$ cat src/rtl/core/dup_ack_loss_window_monitor_assert.svh
// Assertion macros used by the duplicate-ACK monitor sequencer RTL.
// Depends on nothing; assertions compile out when SYNTHESIS is defined.
`ifndef DUP_ACK_LOSS_WINDOW_MONITOR_ASSERT_SVH
`define DUP_ACK_LOSS_WINDOW_MONITOR_ASSERT_SVH
`ifndef SYNTHESIS
// Check a property on every rising edge outside reset.
`define DALWM_ASSERT(label, clk, rst_n, prop) \
  label: assert property (@(posedge clk) disable iff (!rst_n) prop) \
    else $error("dalwm assertion failed");
// Check a property on every rising edge, reset included.
`define DALWM_ASSERT_ALWAYS(label, clk, prop) \
  label: assert property (@(posedge clk) prop) \
    else $error("dalwm assertion failed");
`else
`define DALWM_ASSERT(label, clk, rst_n, prop)
`define DALWM_ASSERT_ALWAYS(label, clk, prop)
`endif
`endif

$ cat src/rtl/core/dalwm_ram.sv
// Generic single-write, single-read RAM with a registered read port.
// Depends on nothing; holds the ACK table.
module dalwm_ram #(
  parameter int unsigned WIDTH = 8,
  parameter int unsigned DEPTH = 16
) (
  input  logic                     clk_i,
  input  logic                     wr_en_i,
  input  logic [$clog2(DEPTH)-1:0] wr_addr_i,
  input  logic [WIDTH-1:0]         wr_data_i,
  input  logic                     rd_en_i,
  input  logic [$clog2(DEPTH)-1:0] rd_addr_i,
  output logic [WIDTH-1:0]         rd_data_o
);

  logic [WIDTH-1:0] mem_q [DEPTH];

  // Write and registered read
  always_ff @(posedge clk_i) begin
    if (wr_en_i) begin
      mem_q[wr_addr_i] <= wr_data_i;
    end
    if (rd_en_i) begin
      rd_data_o <= mem_q[rd_addr_i];
    end
  end

endmodule

$ cat config.mk
export PLATFORM = sky130hd
export DESIGN_NAME = dalwm_ram
export DESIGN_NICKNAME = d
export VERILOG_FILES = /design/src/rtl/core/dup_ack_loss_window_monitor_assert.svh /design/src/rtl/core/dalwm_ram.sv
export SDC_FILE = /design/constraint.sdc
export NUM_CORES = 1
export LEC_CHECK = 0
export BUFFER_PORTS_ARGS = -buffer_cell sky130_fd_sc_hd__buf_2
export CAP_MARGIN = 20
export CORE_MARGIN = 8
export CORE_UTILIZATION = 45
export DETAILED_ROUTE_END_ITERATION = 12
export HOLD_SLACK_MARGIN = 0.1
export PLACE_DENSITY = 0.65
export SYNTH_ARGS = -nofsm -noshare
export SYNTH_HDL_FRONTEND = slang
export SYNTH_SLANG_ARGS = --single-unit
$ cat constraint.sdc
create_clock -name clk_i -period 1.95 [get_ports clk_i]
set_clock_uncertainty 0.05 [all_clocks]
set_input_delay 0.2925 -clock clk_i [delete_from_list [all_inputs] [get_ports clk_i]]
set_output_delay 0.2925 -clock clk_i [all_outputs]
set_load 0.03 [all_outputs]
==> results.cfg, run 1 <==
[worst_setup_path]
critPathKind = flop to flop
ff2ff_path_depth = 3
cp_max_fo = 1
timing.rr.start = mem_q[1][2]
rrSetupSlack_ns = 0.31
critPathMaxStageDelay_ns = 0.54
start_kind = flop
worstPathRequired_ns = 2.05
arrival_ns = 1.74
cp_slowest_cell = mux4_1
crit_cells = 3
r2r_end = rd_data_o[2]
crit_chain = mux4_1 > a22oi_1 > nand2_1
cp-end-kind = flop
crit_buf_inv = 0
critical_path.top_delay_family = multiplexers

[timing]
maxSlewViolCount = 0
grt_setup_unrepaired = no
period_share = 0.843
worst_slew_pin_slew_ns = 0.417
max-slew-margin-rel = 0.722
finalSetupViolations = 0
max_freq_ghz = 0.609
finalCriticalPeriod_ns = 1.64
fin_tns_setup_ns = 0
finalHoldViolations = 0

[status]
status = completed

[synthesis]
postSynthCellCount = 229
yosys.area.top_type = edfxtp_1
syn-num-nets = 248
synth_seq_cells = 136
yosysUniqueCellTypes = 18
synthesis.area_sq_um = 5230
synth_top_area_frac = 0.781
synth_warnings = 0
avgSynthCellArea_sq_um = 22.8
yosysSeqAreaShare = 0.781
synth_area_leaders = edfxtp_1 78%, mux4_2 7.8%, mux4_1 7.0%

[placed_design]
gp_congestion = 0.746
io_buffer_count = 26
place_hpwl_microns = 6460
place_area_sq_um = 5690

[pwr]
power.share.combinational = 0.048
p_per_area_nw_per_um2 = 1100
p_clk_frac = 0.476
irDropWorstVdd_mv = 0.599
p_sw_uw = 1280
p_leak_uw = 0.00216
swShare = 0.184
internal-power_uw = 5690
power_frac_seq = 0.476

[floorplan]
die-area_sq_um = 15300
fp-row-count = 39
die_x_microns = 124
die_h_microns = 124
io_pins = 27
floorplan.initialDensity = 0.460
core_area_sq_um = 11400

[run]
max_cap_violations = 0

[drt]
wl_microns = 10000
vias_per_cell = 5.52
drt_pass1_iterations = 4
drc_errors = 0
ant_nets = 0
drtIter0Drc = 192
wl_per_cell_microns = 22.4
vias = 2469

[clock_tree]
cts.htree.levels = 4
cts.repair.resized = 0
cts_setup_buffers = 0
clk_latency_ns = 0.41
clk_pin_slew_ns = 0.05
cts_made_buffers = 17
cts_tree = yes
cts_hold_buf = 0
cts_sinks = 136
cts.path.max_buffers = 2
cts_root_buf = clkbuf_16

[finish]
nNetsFinal = 310
drive_gt1_frac = 0.319
final_cell_area_sq_um = 6310
area_growth_pct = 20.7
n_antenna_cell = 0

[global_routing]
overflow = 0
grt_pass1_wl_microns = 15300
globalRouteTotalUtil = 0.145
grt_max_degree = 33
grt_pass1_vias = 2620
antenna_found_initial = 0

[hold_path]
hold_depth = 1
holdPathEnd = mem_q[4][7]
hold_path.startpoint = wr_data_i[7]
hold_class = primary input to flop
## through the flow
| step | cells | util | total power [uW] | hold slack (ns) | setup slack, ns |
|---|---|---|---|---|---|
| 2_1_floorplan | 229 | - | 3560 | 0.341 | 0.115 |
| 6_report | 447 | 0.555 | 6970 | 0.223 | 0.307 |
| 3_3_place_gp | 415 | 0.500 | 3700 | 0.637 | 0.0835 |
| 4_1_cts | 447 | 0.555 | 7020 | 0.210 | 0.309 |
| 3_5_place_dp | 415 | 0.500 | 3710 | 0.639 | 0.0485 |
| 5_1_grt | 447 | 0.555 | 7170 | 0.214 | 0.232 |
## per-layer routing
metal  track usage  part of all wire  up-vias
met3        0.0440             0.086       14
met2         0.223              0.48      101
met1         0.187              0.41     1250
met4        0.0640             0.017        0
li1              -                 -     1104
met5             0                 0        -
## power groups by stage
stage / registers (uW) / logic, uW / clock network (uW)
global placement: 3370 / 333 / 0
global route: 3320 / 361 / 3480
floorplan: 3400 / 166 / 0
detailed placement: 3370 / 339 / 0
finish: 3310 / 334 / 3320
CTS: 3320 / 340 / 3370
## Yosys cell counts
cell and count:
nand3b_1 2, and2b_1 1, nor3_1 4, a22oi_1 16
nand2b_1 2, edfxtp_1 136, and2_1 1, mux4_2 18
nand3_1 1, buf_4 1, nor2b_1 1, or3b_2 1
clkdlybuf4s25_2 3, mux4_1 14, buf_2 3, nand2_1 9
nor2_1 13, buf_6 3
## cells by family (layout without fill, tap and decap cells)
family | after synthesis | after routing | share of synthesized area
flip-flops | 136 | 136 | 0.781
AND/OR/NAND/NOR | 35 | 35 | 0.0314
multiplexers | 32 | 32 | 0.148
AO/OA/AOI/OAI | 16 | 16 | 0.0230
buffers and inverters | 10 | 85 | 0.0165
## registers in the layout, summed over array words and instances (netlist names)
| register | flops |
|---|---|
| mem_q | 128 |
| rd_data_o | 8 |
## layout make-up
cell class / instances / area (sq um)
timing repair buffer: 53 / 370
clock inverter: 10 / 175
clock buffer: 22 / 444
tap: 143 / 179
fill: 831 / 5060
sequential: 136 / 4080
multi-input combinational: 83 / 1060
## how the worst max path moves through the flow
stage,from,end,slack (ns)
floorplan,wr_addr_i[2],mem_q[0][0],0.11
global placement,rd_addr_i[0],rd_data_o[4],0.08
detailed placement,rd_addr_i[0],rd_data_o[1],0.05
CTS,mem_q[1][2],rd_data_o[2],0.31
global route,mem_q[1][2],rd_data_o[2],0.23
finish,mem_q[1][2],rd_data_o[2],0.31
## cell usage in the layout (no fill, tap or decap), drive strengths merged
| master | n |
|---|---|
| or3b | 1 |
| and2b | 1 |
| nand3b | 2 |
| clkinvlp | 1 |
| nor2 | 13 |
| and2 | 1 |
| mux4 | 32 |
| nor3 | 4 |
| nand2b | 2 |
| nor2b | 1 |
| nand2 | 9 |
| nand3 | 1 |
| edfxtp | 136 |
| buf | 53 |
| clkinv | 4 |
| bufinv | 5 |
| a22oi | 16 |
| clkbuf | 22 |
Note: power is estimated with default switching activity, not from simulation.
==> run 2, diff against run 1 <==
ABC_AREA = 1   (was default)
PLACE_DENSITY = 0.67   (was 0.65)
clock period = 1.5 ns   (was 1.95 ns; I/O delays follow)
==> results.cfg, run 2 <==
[worst_setup_path]
cp_slowest_cell = edfxtp_1
critPathMaxStageDelay_ns = 0.42
start_kind = flop
arrival_ns = 1.03
worstPathRequired_ns = 1.22
crit_chain = buf_2
critPathKind = flop to output pin
cp-end-kind = output pin
cp_max_fo = 1
critical_path.top_delay_family = flip-flops
crit_buf_inv = 1

[timing]
whs_ns = 0.143
finalCriticalPeriod_ns = 1.30
maxSlewViolCount = 0
fin_tns_setup_ns = 0
finalHoldViolations = 0
grt_setup_unrepaired = no
worst_slew_pin_slew_ns = 0.582
finalSetupViolations = 0
period_share = 0.869
max_freq_ghz = 0.767
max-slew-margin-rel = 0.611

[placed_design]
place_hpwl_microns = 8200
post-place-cells = 750
gp_congestion = 0.799
io_buffer_count = 26

[clock_tree]
cts_sinks = 136
cts_setup_buffers = 0
clk_pin_slew_ns = 0.06
cts_made_buffers = 17
cts_tree = yes
clk_latency_ns = 0.41
cts_root_buf = clkbuf_16
cts_hold_buf = 0
cts.repair.resized = 0
cts.path.max_buffers = 2
cts.htree.levels = 4

[global_routing]
globalRouteTotalUtil = 0.167
overflow = 0
antenna_found_initial = 0
grt_pass1_wl_microns = 20600
grt_max_degree = 53
grt_pass1_vias = 3760

[floorplan]
die_x_microns = 130
die-area_sq_um = 16900
io_pins = 27
fp-row-count = 41
floorplan.initialDensity = 0.461
core_area_sq_um = 12700
die_h_microns = 130

[synthesis]
yosysSeqAreaShare = 0.698
synth_seq_cells = 136
yosysUniqueCellTypes = 11
synth_area_leaders = edfxtp_1 70%, nand2_1 11%, nand3_1 8.3%
avgSynthCellArea_sq_um = 10.6
synth_warnings = 0
yosysMostFrequentCell = nand2_1
synth_top_area_frac = 0.698
postSynthCellCount = 551
ys.flop_type = edfxtp_1
yosys.area.top_type = edfxtp_1
synth_edf_count = 136
synthArstFlopShare = 0
syn-num-nets = 570
synthesis.area_sq_um = 5850
netlist_top_cells_count = 173 x nand2_1, 136 x edfxtp_1, 100 x inv_1

[finish]
nNetsFinal = 616
area_growth_pct = 16.7
n_antenna_cell = 0
largest_reg_flops = 128
reg.largest.list = mem_q x128, rd_data_o x8
layout_commonest_cell = nand2_1
drive_gt1_frac = 0.136
final_cell_mix = 173 x nand2_1, 136 x edfxtp_1, 100 x inv_1
final_cell_count_no_fill = 782
top_register = mem_q

[status]
status = completed

[pwr]
p_clk_frac = 0.455
p_leak_uw = 0.00296
power_frac_seq = 0.483
p_sw_uw = 1900
p_per_area_nw_per_um2 = 1310
p_total_uw = 8930
irDropWorstVdd_mv = 0.778
power.share.combinational = 0.062
internal-power_uw = 7020
swShare = 0.213

[drt]
drt_pass1_iterations = 4
drc_errors = 0
wl_microns = 13100
drtIter0Drc = 420
ant_nets = 0
vias_per_cell = 4.98
vias = 3897
wl_per_cell_microns = 16.7

[hold_path]
hold_class = primary input to flop

[run]
max_cap_violations = 0
[run 2: changes by cell type after synthesis, sizes merged, moves of 2 or more]
| cell | delta |
|---|---|
| mux4 | -32 |
| nand3 | +96 |
| buf | +17 |
| inv | +102 |
| a22oi | -16 |
| nand2b | -2 |
| nand2 | +164 |
| nor3 | -4 |
| nor2 | +4 |
| clkdlybuf4s25 | -3 |
[run 2: cells by family after synthesis]
| group | after synthesis | share of synthesized area |
|---|---|---|
| buffers and inverters | 126 | 0.0939 |
| AND/OR/NAND/NOR | 289 | 0.208 |
| flip-flops | 136 | 0.698 |
[run 2: area by class of cell]
type / instances / area (sq um)
fill: 1083 / 5850
sequential: 136 / 4080
multi-input combinational: 289 / 1210
clock buffer: 17 / 425
inverter: 102 / 383
timing repair buffer: 51 / 343
tap: 172 / 215
clock inverter: 15 / 160
[run 2: final timing paths]
check / start / to / slack, ns / cells after the start
hold reg to reg: mem_q[14][4] / rd_data_o[4] / 0.72 / 6
setup / recovery: rd_data_o[5] / rd_data_o[5] / 0.20 / 1
hold / removal: rd_en_i / rd_data_o[6] / 0.14 / 1
setup reg to reg: mem_q[9][1] / rd_data_o[1] / 0.31 / 6
[run 2: layer usage]
layer / vias up / GRT usage / part of all wire / wire length, microns
met1: 1849 / 0.222 / 0.45 / 5950
met2: 147 / 0.251 / 0.45 / 5940
li1: 1877 / - / - / -
met5: - / 0 / 0 / 0
met3: 24 / 0.0355 / 0.064 / 844
met4: 0 / 0.0908 / 0.027 / 360
[run 2: through the flow]
stage               utilization  area, sq um  setup slack, ns
floorplan                     -         5850            0.274
global placement          0.492         6240           0.0418
detailed placement        0.492         6240           0.0332
CTS                       0.539         6820            0.161
global route              0.539         6820            0.162
finish                    0.539         6820            0.197
[run 2: power by group through the flow]
stage | clock network, uW | registers [uW] | logic (uW)
4_1_cts | 4120 | 4310 | 559
3_3_place_gp | 0 | 4390 | 542
6_report | 4060 | 4310 | 555
5_1_grt | 4290 | 4310 | 613
3_5_place_dp | 0 | 4390 | 555
2_1_floorplan | 0 | 4420 | 300
