==> config.mk <==
export PLATFORM = sky130hd
export DESIGN_NAME = dalwm_cfg
export DESIGN_NICKNAME = d
export VERILOG_FILES = /design/src/rtl/core/dup_ack_loss_window_monitor_assert.svh /design/src/rtl/core/dalwm_pkg.sv /design/src/rtl/core/dalwm_cfg.sv
export SDC_FILE = /design/constraint.sdc
export NUM_CORES = 1
export LEC_CHECK = 0
export BUFFER_PORTS_ARGS = -buffer_cell sky130_fd_sc_hd__buf_2
export CAP_MARGIN = 20
export CORE_UTILIZATION = 29
export DETAILED_ROUTE_END_ITERATION = 7
export PLACE_DENSITY = 0.51
export SETUP_SLACK_MARGIN = 0.05
export SLEW_MARGIN = 20
export SYNTH_ARGS = -nofsm -noshare
export SYNTH_HDL_FRONTEND = slang
export SYNTH_SLANG_ARGS = --single-unit
==> constraint.sdc <==
create_clock -name clk_i -period 0.9 [get_ports clk_i]
set_input_delay 0.135 -clock clk_i [delete_from_list [all_inputs] [get_ports clk_i]]
set_output_delay 0.135 -clock clk_i [all_outputs]
set_load 0.05 [all_outputs]
==> src/rtl/core/dup_ack_loss_window_monitor_assert.svh <==
// Assertion macros used by the duplicate-ACK monitor sequencer RTL.
// Depends on nothing; assertions compile out when SYNTHESIS is defined.
`ifndef DUP_ACK_LOSS_WINDOW_MONITOR_ASSERT_SVH
`define DUP_ACK_LOSS_WINDOW_MONITOR_ASSERT_SVH
`ifndef SYNTHESIS
// Check a property on every rising edge outside reset.
`define DALWM_ASSERT(label, clk, rst_n, prop) \
  label: assert property (@(posedge clk) disable iff (!rst_n) prop) \
    else $error("dalwm assertion failed");
// Check a property on every rising edge, reset included.
`define DALWM_ASSERT_ALWAYS(label, clk, prop) \
  label: assert property (@(posedge clk) prop) \
    else $error("dalwm assertion failed");
`else
`define DALWM_ASSERT(label, clk, rst_n, prop)
`define DALWM_ASSERT_ALWAYS(label, clk, prop)
`endif
`endif

==> src/rtl/core/dalwm_pkg.sv <==
// Shared types, constants and register indexes of the duplicate-ACK monitor.
// Depends on nothing; imported by every module of the block but the RAM.
package dalwm_pkg;

  // ACK table geometry
  localparam int unsigned ACK_ENTRIES = 1024;
  localparam int unsigned IDX_W       = $clog2(ACK_ENTRIES);
  localparam int unsigned CNT_W       = IDX_W + 1;
  localparam logic [CNT_W-1:0] ENTRIES_CNT = CNT_W'(ACK_ENTRIES);

  // Header codes
  localparam logic [15:0] ETH_IPV4  = 16'h0800;
  localparam logic [7:0]  PROTO_TCP = 8'h06;
  localparam logic        REQ_FLUSH = 1'b1;

  // Report reasons
  localparam logic END_EXPIRED = 1'b0;
  localparam logic END_FLUSH   = 1'b1;

  // Saturation limits
  localparam logic [3:0]  HIT_MAX  = 4'hF;
  localparam logic [10:0] RETR_MAX = 11'h7FF;
  localparam logic [31:0] PKT_MAX  = 32'hFFFF_FFFF;

  // Register reset values
  localparam logic [31:0] LOCAL_IP_RST  = 32'hC0A8_017E;
  localparam logic [31:0] SERVER_IP_RST = 32'h8268_E62D;
  localparam logic [15:0] PORT_RST      = 16'd0;
  localparam logic [15:0] WINDOW_RST    = 16'd10;
  localparam logic [3:0]  THRESH_RST    = 4'd3;

  localparam int unsigned CFG_IDX_W = 3;

  typedef enum logic [CFG_IDX_W-1:0] {
    CFG_LOCAL_IP     = 3'd0,
    CFG_SERVER_IP    = 3'd1,
    CFG_WATCHED_PORT = 3'd2,
    CFG_WINDOW_SEC   = 3'd3,
    CFG_DUP_THRESH   = 3'd4
  } cfg_idx_e;

  typedef struct packed {
    logic [31:0] local_ip;
    logic [31:0] server_ip;
    logic [15:0] watched_port;
    logic [15:0] window_seconds;
    logic [3:0]  dup_threshold;
  } cfg_t;

  typedef struct packed {
    logic [31:0] key;
    logic [3:0]  hits;
  } ack_entry_t;

  localparam int unsigned ENTRY_W = $bits(ack_entry_t);

  typedef struct packed {
    logic             wr_en;
    logic [IDX_W-1:0] wr_addr;
    logic [ENTRY_W-1:0] wr_data;
    logic             rd_en;
    logic [IDX_W-1:0] rd_addr;
  } ram_req_t;

endpackage

==> src/rtl/core/dalwm_cfg.sv <==
// Configuration register file of the duplicate-ACK monitor.
// Depends on dalwm_pkg for the register indexes and reset values.
module dalwm_cfg import dalwm_pkg::*; (
  input  logic                 clk_i,
  input  logic                 rst_ni,
  input  logic                 cfg_valid_i,
  output logic                 cfg_ready_o,
  input  logic [CFG_IDX_W-1:0] cfg_index_i,
  input  logic [31:0]          cfg_data_i,
  output cfg_t                 cfg_o
);

  cfg_t cfg_q;

  assign cfg_ready_o = 1'b1;
  assign cfg_o       = cfg_q;

  // Write one register per item; unknown indexes are dropped
  always_ff @(posedge clk_i or negedge rst_ni) begin
    if (!rst_ni) begin
      cfg_q.local_ip       <= LOCAL_IP_RST;
      cfg_q.server_ip      <= SERVER_IP_RST;
      cfg_q.watched_port   <= PORT_RST;
      cfg_q.window_seconds <= WINDOW_RST;
      cfg_q.dup_threshold  <= THRESH_RST;
    end else if (cfg_valid_i) begin
      case (cfg_idx_e'(cfg_index_i))
        CFG_LOCAL_IP:     cfg_q.local_ip       <= cfg_data_i;
        CFG_SERVER_IP:    cfg_q.server_ip      <= cfg_data_i;
        CFG_WATCHED_PORT: cfg_q.watched_port   <= cfg_data_i[15:0];
        CFG_WINDOW_SEC:   cfg_q.window_seconds <= cfg_data_i[15:0];
        CFG_DUP_THRESH:   cfg_q.dup_threshold  <= cfg_data_i[3:0];
        default: ;
      endcase
    end
  end

endmodule

==> results.txt, run 1 <==
DP HPWL: 5.97 mm
Fin. max-slew vios: 0
Initial antenna violation count: 0
Share of cells above drive strength 1: 87.0%
Kind of end point of the critical path: output pin
Crit-path cells: buf_8
Die Width: 117 um
Cell area after layout: 0.00704 mm^2
Clock share of power: 19.2%
I/O Buffers: 137
Seq pwr share: 34.2%
Final core utilization: 55.1%
Syn_nets: 255
Clock transition at path regs: 0.07 ns
Critical path depth: 1
Clk sinks: 100
Worst Setup Slack post-DPL: -0.569 ns
Area post-placement: 0.00520 mm^2
Layout Area Growth over Synthesis: 83.2%
Syn Inst Count: 217
Period minus WS final: 1.19 ns
Power per cell area: 2740 mW/mm^2
Post-Route WL: 10.9 mm
Bufs and invs on worst path: 1
Number of routed nets with antenna violations: 0
Clock H-tree levels: 3
CTS buffer count: 9
Mapped Avg Cell Area: 17.7 um^2
Ports: 139
Die area: 0.0137 mm^2
CP max-delay cell: dfstp_2
ANT cells: 0
Switching Share: 37.4%
Commonest non-fill, non-tap cell in the layout: mux2_4
Failing checks: negative setup slack
Final worst slack: -0.289 ns
CTS tree: yes
Setup Skew: 0 ns
Fmax: 0.841 GHz
Top Family by Delay on Critical Path: flip-flops
Number of cells on the worst reg-to-reg path: 3
RePlAce Congestion: 0.679
Distinct cells, synth: 12
First-pass GRT wire length: 15.9 mm
Int Power: 12.1 mW
Core box area: 0.0128 mm^2
Slowest cell delay on critical path: 0.56 ns
Drt pass-1 iters: 4
Max Cap Viol: 0
DRT iter0 DRCs: 134
Startpoint Class: flip-flop
P_leak: 3.36 nW
Required @ worst endpoint: 0.76 ns
Netlist Area Pre-Place: 0.00384 mm^2
Number of synthesized register bits: 100
Die Height: 117 um
Non-filler cells, final: 610
Via/cell ratio: 4.36
Row cnt: 41
WL/cell: 17.8 um
Residual DRC count: 0
Outcome: finished with violations
Worst Hold Class: in -> reg
Max rail drop VDD: 1150 uV
Vias: 2,662
Synth warn: 0
Clock Path Buffers: 2
Setup violators final: 194
Comb pwr share: 46.6%
DP Cell Count: 531
Largest net degree at the start of global routing: 60
RSZ-0062 raised after global routing: true
Post-layout nets: 471
Vias in the first global route: 2,793
Critical Path Fanout Max: 2
Register area share after synthesis: 66.1%
Grt ovf: 0
Initial core utilization: 30.1%
Tcrit/Tclk final: 132%
Clk Latency, worst-skew pair: 0.34 ns
Max FFs per register: 100
Clk root buf: clkbuf_16
Most frequent cells in the layout: mux2_4 (100), buf_6 (81), dfrtp_1 (53)
P_sw: 7.20 mW
WP data arrival: 1.05 ns
Hold Vio Cnt, Final: 0
Gr usage total: 16.0%
Crit Path Class: reg -> out
WHS Path Cells: 2
power groups by stage:
| stage | clock network, mW | registers (mW) | logic, mW |
|---|---|---|---|
| 2_1_floorplan | 0 | 9.91 | 1.40 |
| 3_3_place_gp | 0 | 6.33 | 6.53 |
| 3_5_place_dp | 0 | 6.32 | 6.59 |
| 4_1_cts | 3.86 | 6.56 | 8.71 |
| 5_1_grt | 4.06 | 6.72 | 9.33 |
| 6_report | 3.70 | 6.59 | 8.98 |
worst register-to-register path: cells and delay by family (launching register included):
| family | cells | cell delay (ns) |
|---|---|---|
| muxes | 1 | 0.25 |
| buffers and inverters | 2 | 0.26 |
| DFF | 1 | 0.39 |
area by class of cell:
cell class	instances	area (um^2)
clock buffers	14	274
clock inverters	2	10.0
fillers	1025	5730
multi-input cells	106	1620
flip-flops and latches	100	2560
well taps	172	215
repair buffers	216	2360
layer usage:
layer	up-vias	GRT usage, %	share of wire, %
met5	-	0	0
met2	85	25.2	48
li1	1205	-	-
met1	1361	20.4	44
met4	0	5.32	1.1
met3	11	5.66	6.1
cells in the mapped netlist, drive strengths merged:
cell type	n	area (um^2)
nand4b	1	15.0
mux2	100	1130
dfrtp	70	1750
buf	11	104
dfstp	30	788
nor4b	1	23.8
nor4bb	2	20.0
conb	1	3.75
and4bb	1	12.5
final timing paths:
kind,from,to,slack (ns)
setup / recovery,cfg_o[57],cfg_o[57],-0.29
hold / removal,cfg_data_i[19],cfg_o[55],0.03
setup reg to reg,cfg_o[63],cfg_o[63],-0.11
hold reg to reg,cfg_o[17],cfg_o[17],0.53
max in group asynchronous,rst_ni,cfg_o[76],0.21
min in group asynchronous,rst_ni,cfg_o[4],0.34
stage by stage:
step / hold slack [ns] / power [mW] / setup TNS (ns)
finish: 0.0345 / 19.3 / -25.21
global route: 0.0159 / 20.1 / -30.99
CTS: 0.0145 / 19.1 / -26.75
detailed placement: 0.138 / 12.9 / -46.50
global placement: 0.137 / 12.9 / -43.64
floorplan: -0.161 / 11.3 / -19.60
repair_timing:
| action | 4_1_cts | 5_1_grt |
|---|---|---|
| pin swaps | 2 | 3 |
| hold buffers | 1 | 0 |
| resized for setup | 265 | 27 |
| gates cloned | 7 | 2 |
| endpoints found under the hold margin | 70 | 0 |
| setup endpoints to repair | 183 | 195 |
| setup buffers | 43 | 18 |
logic make-up after synthesis:
logic type | count (synthesis) | synth area share (%)
flops | 100 | 66.1
simple gates | 5 | 1.85
mux | 100 | 29.3
buf+inv | 11 | 2.70
other cells | 1 | 0.0975
No activity file was read; power rests on OpenSTA's default activity.
==> inputs of run 2 (changes only) <==
Settings changed: CORE_ASPECT_RATIO from default to 0.5, CORE_MARGIN from default to 4, CTS_BUF_LIST from default to sky130_fd_sc_hd__clkbuf_4 sky130_fd_sc_hd__clkbuf_8 sky130_fd_sc_hd__clkbuf_16.
==> run 2 against run 1 <==
The run still ends with negative setup slack left. Worst hold slack better by 0.0016 ns. Final cell count fell by 0.49%. Routed wire length rose by 4.7%. Clock-buffer cell count shrank 5. Design area about the same. Utilization fell by 0.16 points. Die area increased by 11%. Via count fell by 0.41%. Non-clock buffer count is 1 lower.
==> results.txt, run 2 (same netlist as run 1, synthesis figures left out) <==
Drt pass-1 iters: 4
Fillers: 1,035
Vias: 2,651
Most frequent cells in the layout: mux2_4 (90), buf_6 (87), dfrtp_1 (53)
Max FFs per register: 100
DRT iter0 DRCs: 98
Fin. max-slew vios: 0
Clk root buf: clkbuf_16
Clock H-tree levels: 3
Largest net degree at the start of global routing: 34
RSZ-0062 raised after global routing: true
Commonest non-fill, non-tap cell in the layout: mux2_4
Number of routed nets with antenna violations: 0
ANT cells: 0
Outcome: finished with violations
P_leak: 3.31 nW
Slowest cell delay on critical path: 0.56 ns
Crit-path cells: buf_8
Clock Path Buffers: 2
Die Width: 171 um
Hold slack: 0.0361 ns
Grt ovf: 0
Setup Skew: 0 ns
Max rail drop VDD: 1310 uV
Worst Hold Class: in -> reg
Clock transition at path regs: 0.08 ns
Row cnt: 29
Core box area: 0.0128 mm^2
Required @ worst endpoint: 0.76 ns
CTS buffer count: 9
Post-layout nets: 470
WL/cell: 18.7 um
Initial antenna violation count: 0
Kind of end point of the critical path: output pin
Hold Vio Cnt, Final: 0
Bufs and invs on worst path: 1
DP Cell Count: 531
Gr usage total: 14.9%
Via/cell ratio: 4.37
Non-filler cells, final: 607
Ports: 139
Max Cap Viol: 0
CP max-delay cell: dfstp_2
Setup violators final: 182
Critical Path Fanout Max: 2
Startpoint Class: flip-flop
Residual DRC count: 0
I/O Buffers: 137
Die area: 0.0153 mm^2
Fmax: 0.840 GHz
Failing checks: negative setup slack
RePlAce Congestion: 0.746
Tcrit/Tclk final: 132%
Final worst slack: -0.291 ns
DP HPWL: 6.93 mm
Initial core utilization: 30.0%
Crit Path Class: reg -> out
Vias in the first global route: 3,157
Cell area after layout: 0.00704 mm^2
Post-Route WL: 11.4 mm
Share of cells above drive strength 1: 87.4%
Top Family by Delay on Critical Path: flip-flops
Layout Area Growth over Synthesis: 83.1%
CTS tree: yes
First-pass GRT wire length: 17.3 mm
Period minus WS final: 1.19 ns
WP data arrival: 1.06 ns
Clk sinks: 100
Area post-placement: 0.00523 mm^2
Die Height: 89.4 um
Power per cell area: 2780 mW/mm^2
Clk Latency, worst-skew pair: 0.34 ns
[run 2: cell count changes in the layout (fill, tap and decap cells not counted), moves of 6 or more]
cell	delta
buf_4	-9
mux2_2	+10
mux2_4	-10
buf_6	+6
[run 2: through the flow]
stage,utilization [%],setup TNS [ns],setup slack (ns),power (mW)
final,55.0,-24.58,-0.291,19.6
after floorplan,-,-19.60,-0.283,11.3
after CTS,54.1,-23.99,-0.304,19.5
after global routing,55.0,-30.31,-0.334,20.3
after global placement,40.8,-41.92,-0.510,12.9
after detailed placement,40.8,-44.51,-0.548,13.1
[run 2: final timing paths]
path                                start   endpoint  slack [ns]  depth (start not counted)
hold reg to reg                 cfg_o[16]  cfg_o[16]        0.53                          1
hold / removal             cfg_data_i[16]  cfg_o[52]        0.04                          2
setup / recovery                cfg_o[89]  cfg_o[89]       -0.29                          1
min in group asynchronous          rst_ni  cfg_o[59]        0.17                          2
setup reg to reg                 cfg_o[5]   cfg_o[5]       -0.02                          3
max in group asynchronous          rst_ni  cfg_o[70]        0.24                          3
[run 2: what timing repair did]
action                                 4_1_cts  5_1_grt
buffers inserted                            37       22
endpoints found under the hold margin       74        0
hold buffers                                 1        0
setup endpoints to repair                  180      184
pin swaps                                    3        2
cloned                                       8        0
resized for setup                          279       17
[run 2: routing by layer]
layer | GRT usage (%) | vias up | share of wire [%]
met3 | 3.53 | 8 | 4.0
met4 | 3.52 | 0 | 0.75
met2 | 27.5 | 56 | 54
met5 | 0 | - | 0
met1 | 17.9 | 1384 | 41
li1 | - | 1203 | -
[run 2: final cells by class]
class / instances / area (um^2) / area share (%)
Clock buffer: 9 / 225 / 3.20
Clock inverter: 7 / 83.8 / 1.19
Tap cell: 170 / 213 / 3.02
Timing Repair Buffer: 215 / 2380 / 33.8
Sequential cell: 100 / 2560 / 36.4
Multi-Input combinational cell: 106 / 1580 / 22.4
[run 2: power by group]
group | total, mW | internal, mW | switching [mW]
clock network | 3.96 | 2.20 | 1.76
logic | 8.96 | 4.17 | 4.79
registers | 6.63 | 5.75 | 0.879
