File: config.mk
export PLATFORM = sky130hd
export DESIGN_NAME = dalwm_engine
export DESIGN_NICKNAME = d
export VERILOG_FILES = /design/src/rtl/core/dalwm_pkg.sv /design/src/rtl/core/dalwm_engine.sv
export VERILOG_INCLUDE_DIRS = /design/src /design/src/rtl/core
export SDC_FILE = /design/constraint.sdc
export NUM_CORES = 1
export LEC_CHECK = 0
export ABC_AREA = 1
export BUFFER_PORTS_ARGS = -buffer_cell sky130_fd_sc_hd__buf_2
export CAP_MARGIN = 40
export CORE_MARGIN = 2
export CORE_UTILIZATION = 55
export CTS_BUF_LIST = sky130_fd_sc_hd__clkbuf_8 sky130_fd_sc_hd__clkbuf_16
export DETAILED_ROUTE_END_ITERATION = 12
export PLACE_DENSITY = 0.82
export SYNTH_ARGS = -nofsm -noshare
export SYNTH_HDL_FRONTEND = slang
export SYNTH_SLANG_ARGS = --single-unit
File: constraint.sdc
create_clock -name clk_i -period 3.95 [get_ports clk_i]
set_clock_uncertainty 0.2 [all_clocks]
set_input_delay 0.79 -clock clk_i [delete_from_list [all_inputs] [get_ports clk_i]]
set_output_delay 0.79 -clock clk_i [all_outputs]
set_load 0.03 [all_outputs]
File: src/rtl/core/dup_ack_loss_window_monitor_assert.svh
// Assertion macros used by the duplicate-ACK monitor sequencer RTL.
// Depends on nothing; assertions compile out when SYNTHESIS is defined.
`ifndef DUP_ACK_LOSS_WINDOW_MONITOR_ASSERT_SVH
`define DUP_ACK_LOSS_WINDOW_MONITOR_ASSERT_SVH
`ifndef SYNTHESIS
// Check a property on every rising edge outside reset.
`define DALWM_ASSERT(label, clk, rst_n, prop) \
  label: assert property (@(posedge clk) disable iff (!rst_n) prop) \
    else $error("dalwm assertion failed");
// Check a property on every rising edge, reset included.
`define DALWM_ASSERT_ALWAYS(label, clk, prop) \
  label: assert property (@(posedge clk) prop) \
    else $error("dalwm assertion failed");
`else
`define DALWM_ASSERT(label, clk, rst_n, prop)
`define DALWM_ASSERT_ALWAYS(label, clk, prop)
`endif
`endif

File: src/rtl/core/dalwm_pkg.sv
// Shared types, constants and register indexes of the duplicate-ACK monitor.
// Depends on nothing; imported by every module of the block but the RAM.
package dalwm_pkg;

  // ACK table geometry
  localparam int unsigned ACK_ENTRIES = 1024;
  localparam int unsigned IDX_W       = $clog2(ACK_ENTRIES);
  localparam int unsigned CNT_W       = IDX_W + 1;
  localparam logic [CNT_W-1:0] ENTRIES_CNT = CNT_W'(ACK_ENTRIES);

  // Header codes
  localparam logic [15:0] ETH_IPV4  = 16'h0800;
  localparam logic [7:0]  PROTO_TCP = 8'h06;
  localparam logic        REQ_FLUSH = 1'b1;

  // Report reasons
  localparam logic END_EXPIRED = 1'b0;
  localparam logic END_FLUSH   = 1'b1;

  // Saturation limits
  localparam logic [3:0]  HIT_MAX  = 4'hF;
  localparam logic [10:0] RETR_MAX = 11'h7FF;
  localparam logic [31:0] PKT_MAX  = 32'hFFFF_FFFF;

  // Register reset values
  localparam logic [31:0] LOCAL_IP_RST  = 32'hC0A8_017E;
  localparam logic [31:0] SERVER_IP_RST = 32'h8268_E62D;
  localparam logic [15:0] PORT_RST      = 16'd0;
  localparam logic [15:0] WINDOW_RST    = 16'd10;
  localparam logic [3:0]  THRESH_RST    = 4'd3;

  localparam int unsigned CFG_IDX_W = 3;

  typedef enum logic [CFG_IDX_W-1:0] {
    CFG_LOCAL_IP     = 3'd0,
    CFG_SERVER_IP    = 3'd1,
    CFG_WATCHED_PORT = 3'd2,
    CFG_WINDOW_SEC   = 3'd3,
    CFG_DUP_THRESH   = 3'd4
  } cfg_idx_e;

  typedef struct packed {
    logic [31:0] local_ip;
    logic [31:0] server_ip;
    logic [15:0] watched_port;
    logic [15:0] window_seconds;
    logic [3:0]  dup_threshold;
  } cfg_t;

  typedef struct packed {
    logic [31:0] key;
    logic [3:0]  hits;
  } ack_entry_t;

  localparam int unsigned ENTRY_W = $bits(ack_entry_t);

  typedef struct packed {
    logic             wr_en;
    logic [IDX_W-1:0] wr_addr;
    logic [ENTRY_W-1:0] wr_data;
    logic             rd_en;
    logic [IDX_W-1:0] rd_addr;
  } ram_req_t;

endpackage

File: src/rtl/core/dalwm_engine.sv
// Sequencer of the duplicate-ACK monitor: classify, window timing, ACK search
// and report scan over the table RAM. Depends on dalwm_pkg and the assert macros.
`include "dup_ack_loss_window_monitor_assert.svh"
module dalwm_engine import dalwm_pkg::*; (
  input  logic               clk_i,
  input  logic               rst_ni,
  input  cfg_t               cfg_i,
  input  logic               in_valid_i,
  output logic               in_ready_o,
  input  logic               req_type_i,
  input  logic [15:0]        eth_type_i,
  input  logic [31:0]        ip_source_i,
  input  logic [31:0]        ip_dest_i,
  input  logic [7:0]         ip_proto_i,
  input  logic [15:0]        tcp_source_port_i,
  input  logic [15:0]        tcp_dest_port_i,
  input  logic [31:0]        ack_number_i,
  input  logic [31:0]        time_sec_i,
  output logic               out_valid_o,
  input  logic               out_ready_i,
  output logic [10:0]        retransmit_count_o,
  output logic [31:0]        packets_seen_o,
  output logic [31:0]        window_begin_o,
  output logic               end_reason_o,
  output logic               table_overflow_o,
  output ram_req_t           ram_req_o,
  input  logic [ENTRY_W-1:0] ram_rd_data_i
);

  typedef enum logic [1:0] {
    ST_IDLE,
    ST_SEARCH,
    ST_SCAN,
    ST_EMIT
  } state_e;

  state_e           state_q;
  logic             first_pending_q;
  logic [31:0]      window_start_q;
  logic [31:0]      pkt_q;
  logic [10:0]      retr_q;
  logic [CNT_W-1:0] used_q;
  logic             overflow_q;
  logic [CNT_W-1:0] idx_q;
  logic             rd_pend_q;
  logic [IDX_W-1:0] rd_idx_q;
  logic [31:0]      ack_q;
  logic             up_pend_q;
  logic [31:0]      begin_q;
  logic             reason_q;
  logic             out_valid_q;
  logic [10:0]      out_retr_q;
  logic [31:0]      out_pkt_q;
  logic [31:0]      out_begin_q;
  logic             out_reason_q;
  logic             out_ovf_q;

  ack_entry_t rd_entry;
  logic       accept;
  logic       is_tcp;
  logic       up_dir;
  logic       dn_dir;
  logic       is_up;
  logic       is_dn;
  logic [32:0] diff;
  logic       close;
  logic       hit;
  logic       more;
  logic       full;
  logic       cnt_hit;
  logic       out_free;
  logic [3:0] hits_inc;

  assign rd_entry   = ack_entry_t'(ram_rd_data_i);
  assign in_ready_o = (state_q == ST_IDLE);
  assign accept     = in_valid_i && in_ready_o;
  assign out_free   = !out_valid_q || out_ready_i;

  // Classify the offered header
  assign is_tcp = (eth_type_i == ETH_IPV4) && (ip_proto_i == PROTO_TCP);
  assign up_dir = (ip_source_i == cfg_i.local_ip) && (ip_dest_i == cfg_i.server_ip);
  assign dn_dir = (ip_source_i == cfg_i.server_ip) && (ip_dest_i == cfg_i.local_ip);
  assign is_up  = (req_type_i != REQ_FLUSH) && is_tcp && up_dir
                  && (tcp_source_port_i == cfg_i.watched_port);
  assign is_dn  = (req_type_i != REQ_FLUSH) && is_tcp && !up_dir && dn_dir
                  && (tcp_dest_port_i == cfg_i.watched_port);

  // Window expiry: time not before start and elapsed at least the window
  assign diff  = {1'b0, time_sec_i} - {1'b0, window_start_q};
  assign close = !first_pending_q && !diff[32]
                 && (diff[31:0] >= {16'd0, cfg_i.window_seconds});

  // Table walk status
  assign hit      = rd_pend_q && (rd_entry.key == ack_q);
  assign more     = (idx_q < used_q);
  assign full     = (used_q == ENTRIES_CNT);
  assign hits_inc = (rd_entry.hits == HIT_MAX) ? HIT_MAX : rd_entry.hits + 4'd1;
  assign cnt_hit  = rd_pend_q && (rd_entry.hits >= cfg_i.dup_threshold)
                    && (retr_q != RETR_MAX);

  // Drive the table RAM port
  always_comb begin
    ram_req_o = '0;
    unique case (state_q)
      ST_SEARCH: begin
        if (hit) begin
          ram_req_o.wr_en   = 1'b1;
          ram_req_o.wr_addr = rd_idx_q;
          ram_req_o.wr_data = {ack_q, hits_inc};
        end else if (more) begin
          ram_req_o.rd_en   = 1'b1;
          ram_req_o.rd_addr = idx_q[IDX_W-1:0];
        end else if (!full) begin
          ram_req_o.wr_en   = 1'b1;
          ram_req_o.wr_addr = used_q[IDX_W-1:0];
          ram_req_o.wr_data = {ack_q, 4'd1};
        end
      end
      ST_SCAN: begin
        if (more) begin
          ram_req_o.rd_en   = 1'b1;
          ram_req_o.rd_addr = idx_q[IDX_W-1:0];
        end
      end
      ST_IDLE, ST_EMIT: ;
    endcase
  end

  // Sequencer, window state and result register
  always_ff @(posedge clk_i or negedge rst_ni) begin
    if (!rst_ni) begin
      state_q         <= ST_IDLE;
      first_pending_q <= 1'b1;
      window_start_q  <= '0;
      pkt_q           <= '0;
      retr_q          <= '0;
      used_q          <= '0;
      overflow_q      <= 1'b0;
      idx_q           <= '0;
      rd_pend_q       <= 1'b0;
      rd_idx_q        <= '0;
      ack_q           <= '0;
      up_pend_q       <= 1'b0;
      begin_q         <= '0;
      reason_q        <= END_EXPIRED;
      out_valid_q     <= 1'b0;
      out_retr_q      <= '0;
      out_pkt_q       <= '0;
      out_begin_q     <= '0;
      out_reason_q    <= END_EXPIRED;
      out_ovf_q       <= 1'b0;
    end else begin
      // Drop the result once taken, unless a new one is loaded
      if (out_valid_q && out_ready_i && (state_q != ST_EMIT)) begin
        out_valid_q <= 1'b0;
      end
      unique case (state_q)
        ST_IDLE: begin
          if (accept) begin
            ack_q     <= ack_number_i;
            up_pend_q <= is_up;
            idx_q     <= '0;
            rd_pend_q <= 1'b0;
            if (req_type_i == REQ_FLUSH) begin
              begin_q         <= window_start_q;
              reason_q        <= END_FLUSH;
              first_pending_q <= 1'b1;
              state_q         <= ST_SCAN;
            end else if (is_up || is_dn) begin
              if (is_dn && (pkt_q != PKT_MAX)) begin
                pkt_q <= pkt_q + 32'd1;
              end
              if (first_pending_q) begin
                window_start_q  <= time_sec_i;
                first_pending_q <= 1'b0;
                state_q         <= is_up ? ST_SEARCH : ST_IDLE;
              end else if (close) begin
                begin_q        <= window_start_q;
                window_start_q <= time_sec_i;
                reason_q       <= END_EXPIRED;
                state_q        <= ST_SCAN;
              end else begin
                state_q <= is_up ? ST_SEARCH : ST_IDLE;
              end
            end
          end
        end
        ST_SEARCH: begin
          rd_pend_q <= !hit && more;
          if (hit) begin
            state_q <= ST_IDLE;
          end else if (more) begin
            rd_idx_q  <= idx_q[IDX_W-1:0];
            idx_q     <= idx_q + CNT_W'(1);
          end else begin
            if (!full) begin
              used_q <= used_q + CNT_W'(1);
            end else begin
              overflow_q <= 1'b1;
            end
            state_q <= ST_IDLE;
          end
        end
        ST_SCAN: begin
          rd_pend_q <= more;
          if (more) begin
            rd_idx_q <= idx_q[IDX_W-1:0];
            idx_q    <= idx_q + CNT_W'(1);
          end
          if (cnt_hit) begin
            retr_q <= retr_q + 11'd1;
          end
          if (!more) begin
            state_q <= ST_EMIT;
          end
        end
        ST_EMIT: begin
          if (out_free) begin
            out_valid_q  <= 1'b1;
            out_retr_q   <= retr_q;
            out_pkt_q    <= pkt_q;
            out_begin_q  <= begin_q;
            out_reason_q <= reason_q;
            out_ovf_q    <= overflow_q;
            pkt_q        <= '0;
            retr_q       <= '0;
            used_q       <= '0;
            overflow_q   <= 1'b0;
            idx_q        <= '0;
            rd_pend_q    <= 1'b0;
            state_q      <= up_pend_q ? ST_SEARCH : ST_IDLE;
          end
        end
      endcase
    end
  end

  assign out_valid_o        = out_valid_q;
  assign retransmit_count_o = out_retr_q;
  assign packets_seen_o     = out_pkt_q;
  assign window_begin_o     = out_begin_q;
  assign end_reason_o       = out_reason_q;
  assign table_overflow_o   = out_ovf_q;

  // Table fill never passes its depth
  `DALWM_ASSERT_ALWAYS(a_used_bound, clk_i, used_q <= ENTRIES_CNT)
  // Overflow is only flagged with a full table
  `DALWM_ASSERT_ALWAYS(a_ovf_full, clk_i, !overflow_q || full)
  // One RAM access per cycle from the sequencer
  `DALWM_ASSERT(a_ram_excl, clk_i, rst_ni, !(ram_req_o.wr_en && ram_req_o.rd_en))
  // A report leaves the emit step as a valid result
  `DALWM_ASSERT(a_emit_valid, clk_i, rst_ni, (state_q == ST_EMIT) && out_free |=> out_valid_q)

endmodule

==> results.md <==
- Synthesized flop and latch total: roughly 260
- Worst hold slack: 70.89 ps
- Vias in the first global route: 18.61k
- Slew headroom: 50.19%
- Via count: 19.45k
- Worst Tran Pin Value: between 700 and 800 ps
- DR iter-0 viols: 1629
- Crit start category: flop
- Detail Placement HPWL: 52610 um
- Leak: 12.07 nW
- Post-synth EDFFs: 0
- DRT antenna net count: 0
- Area of the multi-input gates: 10320 um^2
- Die area: approximately 34000 um^2
- First-pass DRT Iterations: 8
- CTS Hold Bufs: 0
- Row count: 66
- Commonest cells post-synth: nand2_1, inv_1, nor2_1
- CP bufs+invs: 4
- Setup violation total in the final timing report: 1
- Largest cells by area after synthesis: dfrtp_1, nand2_1, inv_1
- Final worst slack: -11.90 ps
- Worst-Skew Late Latency: 530 ps
- Num CTS Buffers: 25
- WP data arrival: 2970 ps
- Crit share post-route: 100.3%
- Post-Layout Cell Count: roughly 3.6k
- Dpl cells: 3499
- Die Y: approximately 190 um
- Die Wd: 185.3 um
- Critical path fanouts, max: 25
- Slowest Stage Delay on Critical Path: 390 ps
- Vias per std cell: ~5.5
- I/O Pins: 462
- Share of cells above drive strength 1: 23.59%
- Count leader, synth: nand2_1
- CTS tree: built
- Core ar.: 32450 um^2
- Distinct cells, synth: 46
- Total track usage: 36.38%
- Clock sinks: 256
- Final routed DRC violation total: 0
- Post-Syn Instances: 2545
- Routed WL: roughly 65000 um
- Initial core utilization: 55.73%
- Req. time, crit path: 2960 ps
- Area Growth Syn to Fin: 26.25%
- CTS H-tree depth: 1
- Hold WC Path Type: primary input to async pin
- Critical path depth: 12
- Nets: about 3.5k
- # fillers: 2753
- Max Root-Sink Buffers: 3
- PD cells: around 450 nW/um^2
- Synth Flop Type: dfrtp_1
- FFs w/ async S/R, synth: 100.0%
- Ys Warns: 0
- Post-Syn Area per Cell: 7.107 um^2
- CTS Root Cell: clkbuf_16
- Clock-pin slew on the worst setup and hold paths: 70 ps
- Maxcap violations: 0
- Outcome: finished, violations left
- Wire length per cell: ~18 um
- Worst VDD drop: 0.4347 mV
- Post-synth top area share: 35.28%
- Crit Path Category: flop to primary output
- First-pass GRT wire length: 97350 um
- Largest net degree at the start of global routing: 98
- Nature of the critical path endpoint: primary output
- Max Fclk: roughly 250 MHz
- Worst slack, placed: -226.1 ps
- CP max-delay cell: dfrtp_1
- Critical-path cell list: inv_1 -> ha_1 -> nand2_1 -> nor3_2 -> nand2_1 -> nand3_2 -> inv_1 -> nor3_2 -> nor2_2 -> buf_12 -> nor2_1 -> buf_4
- Cell family with most CP delay: simple AND/OR/NAND/NOR gates
- Net count after synthesis: 2943
- Gr ovfl total: 0
- Area leader, netlist: dfrtp_1
- Max-slew violations: 0
- Port-buffer cells: 461
- Worst R2R Path Depth: 24
- Storage element area: about 6400 um^2
- Failing checks: setup timing
- Fin. Hold Viols: 0
- Synth Cell Area: roughly 18000 um^2
- Minimum clock period after layout: 3962 ps
- Sequential-to-total area share from yosys stat: 35.42%
- Final estimated routing congestion in global placement: 1.055
- Initial antenna violation count: 4
kinds of logic (layout without fill, tap and decap cells):
kind of cell             after synthesis  after routing  synth area share, %
adder cells (fa/ha/maj)               73             73                5.091
other                                  0              1                    0
AND/OR/NAND/NOR                     1361           1362                31.83
XOR/XNOR                             214            214                10.36
flip-flops                           256            256                35.42
multiplexers                          40             40                2.490
AO/OA/AOI/OAI                        198            198                6.032
buffers and inverters                403            973                8.771
power breakdown:
group	switching, W	leakage, nW	internal (W)
logic	0.00309	8.17	0.00147
registers	0.000259	3.47	0.00301
clock network	0.00105	0.429	0.00142
total	0.00440	12.1	0.00590
area by class of cell:
type	instances	share of cell area, %
sequential	256	28.07
clock inverter	17	0.7616
inverter	347	5.704
multi-input combinational	1887	45.21
antenna	1	0.01096
timing repair buffer	581	14.90
clock buffer	28	2.921
tap	442	2.422
sequential cells by signal, summed over array words and instances (netlist names), 2 cells and up:
signal / count
state_q: 2
rd_idx_q: 10
retransmit_count_o: 11
packets_seen_o: 32
retr_q: 11
pkt_q: 32
ack_q: 32
window_start_q: 32
begin_q: 32
window_begin_o: 32
used_q: 11
idx_q: 11
final timing paths:
path | startpoint | end | slack (ps)
max in group asynchronous | rst_ni | begin_q[23] | 2600
min in group clk_i | begin_q[11] | begin_q[11] | 270
worst min register to register | begin_q[11] | begin_q[11] | 270
worst max register to register | window_start_q[6] | begin_q[27] | 270
worst max-delay path | used_q[6] | ram_req_o[44] | -10
worst min-delay path | rst_ni | ack_q[18] | 70
what timing repair did:
item,in CTS,in global routing
endpoints found under the setup margin,24,119
buffers inserted,0,12
pin swaps,0,11
gates resized for setup,6,88
gates cloned,0,2
per-stage QoR:
stage	util (%)	power (W)	setup TNS (ps)	instance area [um^2]
6_report	70.36	0.01030	-11.90	22830
5_1_grt	70.35	0.01086	-1495	22830
4_1_cts	69.16	0.01002	0	22450
3_5_place_dp	66.51	0.007536	-13590	21580
3_3_place_gp	66.49	0.007411	-9409	21580
2_1_floorplan	-	0.006004	0	18090
per-layer routing:
| layer | GRT usage, % | vias to the layer above | share of wire [%] |
|---|---|---|---|
| li1 | - | 9191 | - |
| met1 | 46.67 | 9129 | 40 |
| met2 | 61.63 | 941 | 48 |
| met3 | 3.854 | 192 | 6.9 |
| met4 | 17.14 | 0 | 5.4 |
| met5 | 0 | - | 0 |
layout by cell type, fill, tap and decap left out, types with 4 or more instances in the layout:
cell / count
a21oi_1: 49
a32o_1: 6
and2_1: 5
buf_12: 8
buf_2: 436
buf_4: 129
clkbuf_16: 26
clkbuf_4: 4
clkinv_2: 8
dfrtp_1: 253
ha_1: 66
ha_4: 5
inv_1: 335
inv_2: 11
mux2_2: 40
nand2_1: 742
nand2_2: 12
nand3_1: 144
nand3b_1: 8
nand4_1: 66
nor2_1: 259
nor2_2: 7
nor3_1: 55
nor3b_1: 9
nor4_1: 24
o211ai_1: 4
o21ai_0: 118
o21bai_1: 4
o31ai_1: 4
or2_2: 10
xnor2_1: 123
xor2_1: 87
Power figures use the tool's default switching activity.
